### config.mk
export PLATFORM = sky130hd
export DESIGN_NAME = artnet_dmx_universe_packer_top
export DESIGN_NICKNAME = d
export VERILOG_FILES = /design/src/sv/adup_pkg.sv /design/src/sv/artnet_dmx_universe_packer_top.sv
export SDC_FILE = /design/constraint.sdc
export NUM_CORES = 1
export LEC_CHECK = 0
export BUFFER_PORTS_ARGS = -buffer_cell sky130_fd_sc_hd__buf_2
export CORE_ASPECT_RATIO = 2
export CORE_MARGIN = 2
export CORE_UTILIZATION = 40
export CTS_CLUSTER_DIAMETER = 150
export DETAILED_ROUTE_END_ITERATION = 10
export GPL_TIMING_DRIVEN = 0
export HOLD_SLACK_MARGIN = 0.1
export MAX_ROUTING_LAYER = met4
export SETUP_SLACK_MARGIN = 0.1
export SLEW_MARGIN = 20
export SYNTH_ARGS = -nofsm -noshare
export SYNTH_HDL_FRONTEND = slang
export SYNTH_SLANG_ARGS = --single-unit
### constraint.sdc
create_clock -name i_clk -period 6.01 [get_ports i_clk]
set_clock_uncertainty 0.2 [all_clocks]
set_input_delay 0.601 -clock i_clk [delete_from_list [all_inputs] [get_ports i_clk]]
set_output_delay 0.601 -clock i_clk [all_outputs]
set_load 0.02 [all_outputs]
### src/sv/adup_pkg.sv
// Shared constants and types for the DMX universe packer.
// No dependencies; imported by the packer top level and its checker.
`timescale 1ns / 1ps

package adup_pkg;

    localparam int SLOTS_PER_UNIVERSE       = 512;
    localparam int MAX_CHANNELS_PER_FIXTURE = 32;
    localparam int MIN_CHANNELS_PER_FIXTURE = 3;

    localparam int UNIV_W    = 15;
    localparam int SLOT_W    = 9;
    localparam int BYTE_W    = 8;
    localparam int SEQ_W     = 8;
    localparam int LEN_W     = 10;
    localparam int CPF_W     = 6;
    localparam int IDX_W     = 10;
    localparam int GAP_W     = 5;
    localparam int CFG_DATA_W = 15;

    localparam logic [SEQ_W-1:0] SEQ_FIRST = 8'd1;
    localparam logic [SEQ_W-1:0] SEQ_LAST  = 8'd255;

    typedef enum logic [1:0] {
        CFG_BASE_UNIVERSE        = 2'd0,
        CFG_CHANNELS_PER_FIXTURE = 2'd1,
        CFG_NO_SPLIT             = 2'd2
    } t_cfg_index;

endpackage

### src/sv/artnet_dmx_universe_packer_top.sv
// DMX universe packer: places colour bytes into DMX slots, emits gap slots
// and packet close info. Depends on adup_pkg.
`timescale 1ns / 1ps

// A colour byte passes the input register and then the result register, from
// which it transfers. Throughput: one input byte per cycle when the fixture has
// 3 channels and the receiver does not stall; a fixture-closing byte holds the
// input while its gap slots (below slot 512) go out one per cycle unless stalled.
// Synchronous active-low reset clears all control state and loads register
// defaults: base_universe 1, channels_per_fixture 3, no_split 0.
module artnet_dmx_universe_packer_top (
    input  logic                                i_clk,
    input  logic                                i_rst_n,
    input  logic                                i_cfg_we,
    input  adup_pkg::t_cfg_index                i_cfg_index,
    input  logic [adup_pkg::CFG_DATA_W-1:0]     i_cfg_wdata,
    input  logic                                i_in_valid,
    output logic                                o_in_stall,
    input  logic [adup_pkg::BYTE_W-1:0]         i_color_byte,
    input  logic                                i_frame_last,
    output logic                                o_out_valid,
    input  logic                                i_out_stall,
    output logic [adup_pkg::UNIV_W-1:0]         o_universe,
    output logic [adup_pkg::SLOT_W-1:0]         o_slot,
    output logic [adup_pkg::BYTE_W-1:0]         o_slot_value,
    output logic [adup_pkg::SEQ_W-1:0]          o_sequence_res,
    output logic                                o_packet_end,
    output logic [adup_pkg::LEN_W-1:0]          o_packet_length,
    output logic                                o_run_last
);
    import adup_pkg::*;

    localparam logic [IDX_W:0]   SLOTS_X = (IDX_W+1)'(SLOTS_PER_UNIVERSE);
    localparam logic [IDX_W-1:0] SLOTS_I = IDX_W'(SLOTS_PER_UNIVERSE);
    localparam logic [CPF_W-1:0] CPF_MIN = CPF_W'(MIN_CHANNELS_PER_FIXTURE);
    localparam logic [CPF_W-1:0] CPF_MAX = CPF_W'(MAX_CHANNELS_PER_FIXTURE);

    // configuration
    logic [UNIV_W-1:0] r_base_universe;
    logic [CPF_W-1:0]  r_cpf;
    logic              r_no_split;

    // packer state
    logic [IDX_W-1:0]  r_slot_index;
    logic [UNIV_W-1:0] r_cur_universe;
    logic [SEQ_W-1:0]  r_frame_seq;
    logic [1:0]        r_phase;
    logic              r_frame_open;

    // input register
    logic              r_in_valid;
    logic [BYTE_W-1:0] r_in_byte;
    logic              r_in_last;

    // pending gap writes of the byte now in the result register
    logic [GAP_W-1:0]  r_gap_left;
    logic [SLOT_W-1:0] r_gap_slot;
    logic              r_pend_close;
    logic [LEN_W-1:0]  r_pend_len;

    // result register
    logic              r_out_valid;
    logic [UNIV_W-1:0] r_out_universe;
    logic [SLOT_W-1:0] r_out_slot;
    logic [BYTE_W-1:0] r_out_value;
    logic [SEQ_W-1:0]  r_out_seq;
    logic              r_out_end;
    logic [LEN_W-1:0]  r_out_len;
    logic              r_out_run_last;

    logic              out_free;
    logic              gaps_busy;
    logic              in_consume;
    logic              in_take;

    logic [CPF_W-1:0]  cpf_c;
    logic [UNIV_W-1:0] univ_use;
    logic              boundary;
    logic [IDX_W-1:0]  slot_p1;
    logic [IDX_W-1:0]  n_slot_raw;
    logic [IDX_W-1:0]  slot_clip;
    logic [IDX_W-1:0]  gap_cnt_w;
    logic [GAP_W-1:0]  gap_cnt;
    logic              close;
    logic [IDX_W:0]    len_raw;
    logic [LEN_W-1:0]  len_c;

    assign gaps_busy  = (r_gap_left != '0);
    assign out_free   = !r_out_valid || !i_out_stall;
    assign in_consume = r_in_valid && out_free && !gaps_busy;
    assign o_in_stall = r_in_valid && !(out_free && !gaps_busy);
    assign in_take    = i_in_valid && !o_in_stall;

    // per-byte slot arithmetic, all decided when the byte leaves the input register
    always_comb begin
        if (r_cpf < CPF_MIN) begin
            cpf_c = CPF_MIN;
        end else if (r_cpf > CPF_MAX) begin
            cpf_c = CPF_MAX;
        end else begin
            cpf_c = r_cpf;
        end
        univ_use   = r_frame_open ? r_cur_universe : r_base_universe;
        boundary   = (r_phase >= 2'd2);
        slot_p1    = r_slot_index + IDX_W'(1);
        n_slot_raw = slot_p1 + (boundary ? IDX_W'(cpf_c - CPF_MIN) : '0);
        slot_clip  = (n_slot_raw > SLOTS_I) ? SLOTS_I : n_slot_raw;
        gap_cnt_w  = boundary ? (slot_clip - slot_p1) : '0;
        gap_cnt    = gap_cnt_w[GAP_W-1:0];
        close      = r_in_last || (n_slot_raw >= SLOTS_I) ||
                     (r_no_split && boundary &&
                      ({1'b0, n_slot_raw} + (IDX_W+1)'(cpf_c) > SLOTS_X));
        len_raw    = {1'b0, n_slot_raw} + (IDX_W+1)'(n_slot_raw[0]);
        len_c      = (len_raw > SLOTS_X) ? LEN_W'(SLOTS_PER_UNIVERSE) : len_raw[LEN_W-1:0];
    end

    always_ff @(posedge i_clk) begin
        if (!i_rst_n) begin
            r_base_universe <= UNIV_W'(1);
            r_cpf           <= CPF_MIN;
            r_no_split      <= 1'b0;
        end else if (i_cfg_we) begin
            case (i_cfg_index)
                CFG_BASE_UNIVERSE:        r_base_universe <= i_cfg_wdata[UNIV_W-1:0];
                CFG_CHANNELS_PER_FIXTURE: r_cpf           <= i_cfg_wdata[CPF_W-1:0];
                CFG_NO_SPLIT:             r_no_split      <= i_cfg_wdata[0];
                default: ;
            endcase
        end
    end

    always_ff @(posedge i_clk) begin
        if (!i_rst_n) begin
            r_slot_index   <= '0;
            r_cur_universe <= UNIV_W'(1);
            r_frame_seq    <= SEQ_FIRST;
            r_phase        <= '0;
            r_frame_open   <= 1'b0;
        end else if (in_consume) begin
            r_slot_index   <= close ? '0 : n_slot_raw;
            r_cur_universe <= close ? (univ_use + UNIV_W'(1)) : univ_use;
            r_frame_open   <= !r_in_last;
            r_phase        <= (r_in_last || boundary) ? 2'd0 : (r_phase + 2'd1);
            if (r_in_last) begin
                r_frame_seq <= (r_frame_seq >= SEQ_LAST) ? SEQ_FIRST
                                                         : (r_frame_seq + SEQ_W'(1));
            end
        end
    end

    always_ff @(posedge i_clk) begin
        if (!i_rst_n) begin
            r_in_valid <= 1'b0;
        end else if (in_take) begin
            r_in_valid <= 1'b1;
        end else if (in_consume) begin
            r_in_valid <= 1'b0;
        end
    end

    always_ff @(posedge i_clk) begin
        if (in_take) begin
            r_in_byte <= i_color_byte;
            r_in_last <= i_frame_last;
        end
    end

    always_ff @(posedge i_clk) begin
        if (!i_rst_n) begin
            r_out_valid <= 1'b0;
            r_gap_left  <= '0;
        end else if (out_free) begin
            if (gaps_busy) begin
                r_out_valid <= 1'b1;
                r_gap_left  <= r_gap_left - GAP_W'(1);
            end else if (r_in_valid) begin
                r_out_valid <= 1'b1;
                r_gap_left  <= gap_cnt;
            end else begin
                r_out_valid <= 1'b0;
            end
        end
    end

    // result payload; universe and sequence hold across a byte's gap writes
    always_ff @(posedge i_clk) begin
        if (out_free) begin
            if (gaps_busy) begin
                r_out_slot     <= r_gap_slot;
                r_out_value    <= '0;
                r_out_end      <= r_pend_close && (r_gap_left == GAP_W'(1));
                r_out_len      <= (r_gap_left == GAP_W'(1)) ? r_pend_len : '0;
                r_out_run_last <= (r_gap_left == GAP_W'(1));
                r_gap_slot     <= r_gap_slot + SLOT_W'(1);
            end else if (r_in_valid) begin
                r_out_universe <= univ_use;
                r_out_seq      <= r_frame_seq;
                r_out_slot     <= r_slot_index[SLOT_W-1:0];
                r_out_value    <= r_in_byte;
                r_out_end      <= close && (gap_cnt == '0);
                r_out_len      <= (close && (gap_cnt == '0)) ? len_c : '0;
                r_out_run_last <= (gap_cnt == '0);
                r_gap_slot     <= slot_p1[SLOT_W-1:0];
                r_pend_close   <= close;
                r_pend_len     <= close ? len_c : '0;
            end
        end
    end

    assign o_out_valid     = r_out_valid;
    assign o_universe      = r_out_universe;
    assign o_slot          = r_out_slot;
    assign o_slot_value    = r_out_value;
    assign o_sequence_res  = r_out_seq;
    assign o_packet_end    = r_out_end;
    assign o_packet_length = r_out_len;
    assign o_run_last      = r_out_run_last;

endmodule

==> out/qor.csv <==
metric;value;unit
drive_gt1_share;20.0;%
htree_levels;4;
routed_wl;21000;um
layout.cells.non_filler;1195;
synth_seq_area_share;47.9;%
dieArea;20400;um2
tightestPinTransition;0.733;ns
die_h;200;um
hold_viol;0;
drv_cap;0;
cp-start-kind;register;
dp_hpwl;16000;um
drc;0;
slew_violations;0;
vias;6304;
grt_pass1_vias;6330;
arrival;5.69;ns
ir_worst_vdd;0.000232;V
hold-worst-slack;0.154;ns
overflow;0;
cp_data_required_time;6.07;ns
firstDrtPassIters;4;
syn_area;7670;um2
antenna-diode-count;0;
drt_iter0_markers;234;
clock_sinks;144;
synth_area_leaders;edfxtp_1 31%, dfxtp_1 17%, nand2_1 5.7%;
ioPinCount;85;
cts_buffers;17;
track_usage;21.8;%
yosysWarningCount;0;
fmax;0.177;GHz
synth_top_cell_area_share;30.9;%
synth_cell_types;70;
start_util;40.7;%
syn_avg_cell_area;9.50;um2
hp-class;in -> reg;
clockBufferDepth;2;
avgRoutedWirePerCell;17.6;um
synth_top_cell_by_area;edfxtp_1;
gp_congestion;0.954;
clkTransAtPathRegs;0.06;ns
p_per_area;384;nW/um2
endpoint_kind;register;
core_area;18800;um2
p_leak;3.72;nW
std_cell_rows;71;
crit_type;reg -> reg;
placed_cells;1147;
finalCritPeriodShare;93.8;%
nets;989;
area_growth_syn_to_layout;21.0;%
detail-route-antenna-nets;0;
setup_viol;0;
status;finished, final reports clean;
fin_crit;5.64;ns
die_w;102;um
fin_util;49.3;%
clkLatencyLatePin;0.43;ns
synth_cells;807;
synth_edf_count;79;
totalPowerFinal;3.56;mW
rsz0062_at_grt;no;
grt_max_degree;43;
antenna_found_initial;0;
root_buffer;clkbuf_16;
relSlewSlack;51.0;%
synthFlopType;edfxtp_1;
grt_pass1_wl;32400;um
viasPerCell;5.28;
cts_tree;built;
critPathMaxFanout;10;
tns;0;ns
numPortBuffers;83;
ys_seq_elements;144;
synthArstFlopShare;0;%
[per-stage QoR]
step / area (um2) / setup WS (ns)
global route: 9280 / 0.0908
CTS: 9080 / 0.129
floorplan: 7670 / 0.939
global placement: 8400 / -0.430
detailed placement: 8430 / -0.391
finish: 9280 / 0.374
[worst max-delay path: stages (launching register included)]
cell and delay [ns]:
dfxtp_1 0.41, nor3_4 0.07, nor2_2 0.13, nor2_2 0.09, ha_4 0.18, buf_4 0.14, nor4b_4 0.34, ha_1 0.24
buf_2 0.21, o21ai_1 0.15, a31oi_1 0.21, o21ai_0 0.19, or3_1 0.34, clkbuf_2 0.18, nand3b_1 0.27, and2_4 0.22
nor2_4 0.11, ha_4 0.23, a21o_1 0.16, a21oi_1 0.17, xnor2_1 0.16, a21o_1 0.14, nand3_1 0.10, a21oi_2 0.14
a22oi_2 0.06, buf_4 0.18, buf_2 0.18, o31ai_1 0.25
[Yosys cell counts (3+ instances only)]
cell and instances:
o211ai_1 5, nor4_1 6, ha_1 28, o311ai_1 3, mux2i_1 16, mux2_2 9, nor2_1 56, edfxtp_1 79
fa_1 3, and3_1 19, clkbuf_1 29, nor3_1 15, xor2_1 19, o2111ai_1 5, buf_2 7, and2_1 3
or3_1 9, or2_2 4, inv_1 47, a311oi_1 3, o31ai_1 9, a21oi_1 53, nor2b_1 9, a211o_1 5
nand2_1 117, xnor2_1 24, and4_1 3, and3b_1 3, nand2b_1 8, nand3b_1 3, nand3_1 44, a211oi_1 5
nand4_1 9, o21ai_0 36, dfxtp_1 65, a21o_1 7
[where the power goes]
| part | internal [mW] | leakage (nW) | total [mW] | switching [mW] |
|---|---|---|---|---|
| clock | 0.612 | 0.282 | 1.03 | 0.413 |
| combinational | 0.377 | 2.14 | 1.11 | 0.736 |
| sequential | 1.33 | 1.30 | 1.42 | 0.0896 |
| total | 2.32 | 3.72 | 3.56 | 1.24 |
[state kept, by name (all words and copies together), names as in the netlist, 2 cells and up]
name	cells
o_sequence_res	8
r_in_byte	8
o_packet_length	9
o_slot	9
r_cur_universe	15
r_cpf	6
o_universe	15
r_frame_seq	8
r_slot_index	10
r_gap_left	5
r_base_universe	15
r_phase	2
r_pend_len	9
r_gap_slot	9
o_slot_value	8
[layout make-up]
cell class / instances / area (um2)
fillers: 1873 / 9550
multi-input cells: 576 / 3780
flip-flops and latches: 144 / 3670
repair buffers: 101 / 561
clock buffers: 26 / 532
well taps: 255 / 319
plain buffers: 39 / 191
inverters: 48 / 180
clock inverters: 6 / 40.0
[routing by layer]
layer	vias up	GRT usage, %	wire, um
met1	2994	19.7	7320
met2	129	41.8	12100
li1	3119	-	-
met3	62	3.38	544
met4	0	11.8	1020
met5	-	-	0
[what timing repair did]
action                                  in CTS  in global routing
buffers inserted                             6                 10
endpoints found under the setup margin      11                 38
hold buffers                                 0                  0
gates cloned                                 0                  1
gates resized for setup                     10                 27
pin swaps                                    2                 13
[kinds of logic after synthesis]
group                    share of synthesized area [%]
AO/OA/AOI/OAI                                     13.3
buffers and inverters                             4.67
multiplexers                                      3.41
AND/OR/NAND/NOR                                   20.1
XOR/XNOR                                          5.21
flip-flops                                        47.9
adder cells (fa/ha/maj)                           5.35
other                                           0.0489
[worst paths after layout]
check | startpoint | to | slack, ns | depth (start not counted)
hold / removal | i_color_byte[3] | r_in_byte[3] | 0.15 | 1
hold reg to reg | r_cur_universe[3] | r_cur_universe[3] | 0.25 | 2
setup / recovery | r_cpf[3] | o_packet_length[2] | 0.37 | 27
setup reg to reg | r_cpf[3] | o_packet_length[2] | 0.37 | 27
[placed cells by master (no fill, tap or decap), types with 6 or more instances in the layout]
cell type and n:
buf_4 17, dfxtp_1 64, or3_1 9, clkbuf_1 30, nor4_1 6, mux2i_1 16
ha_1 26, a21oi_1 51, nor2b_1 9, o31ai_1 6, nor3_1 13, edfxtp_1 79
nand4_1 9, xor2_1 18, mux2_2 9, nor2_1 49, and3_1 19, a21o_1 7
clkbuf_16 19, buf_2 89, nand2b_1 8, nand2_1 117, nand3_1 44, inv_1 46
o21ai_0 34, xnor2_1 23
No activity file was read; power rests on OpenSTA's default activity.
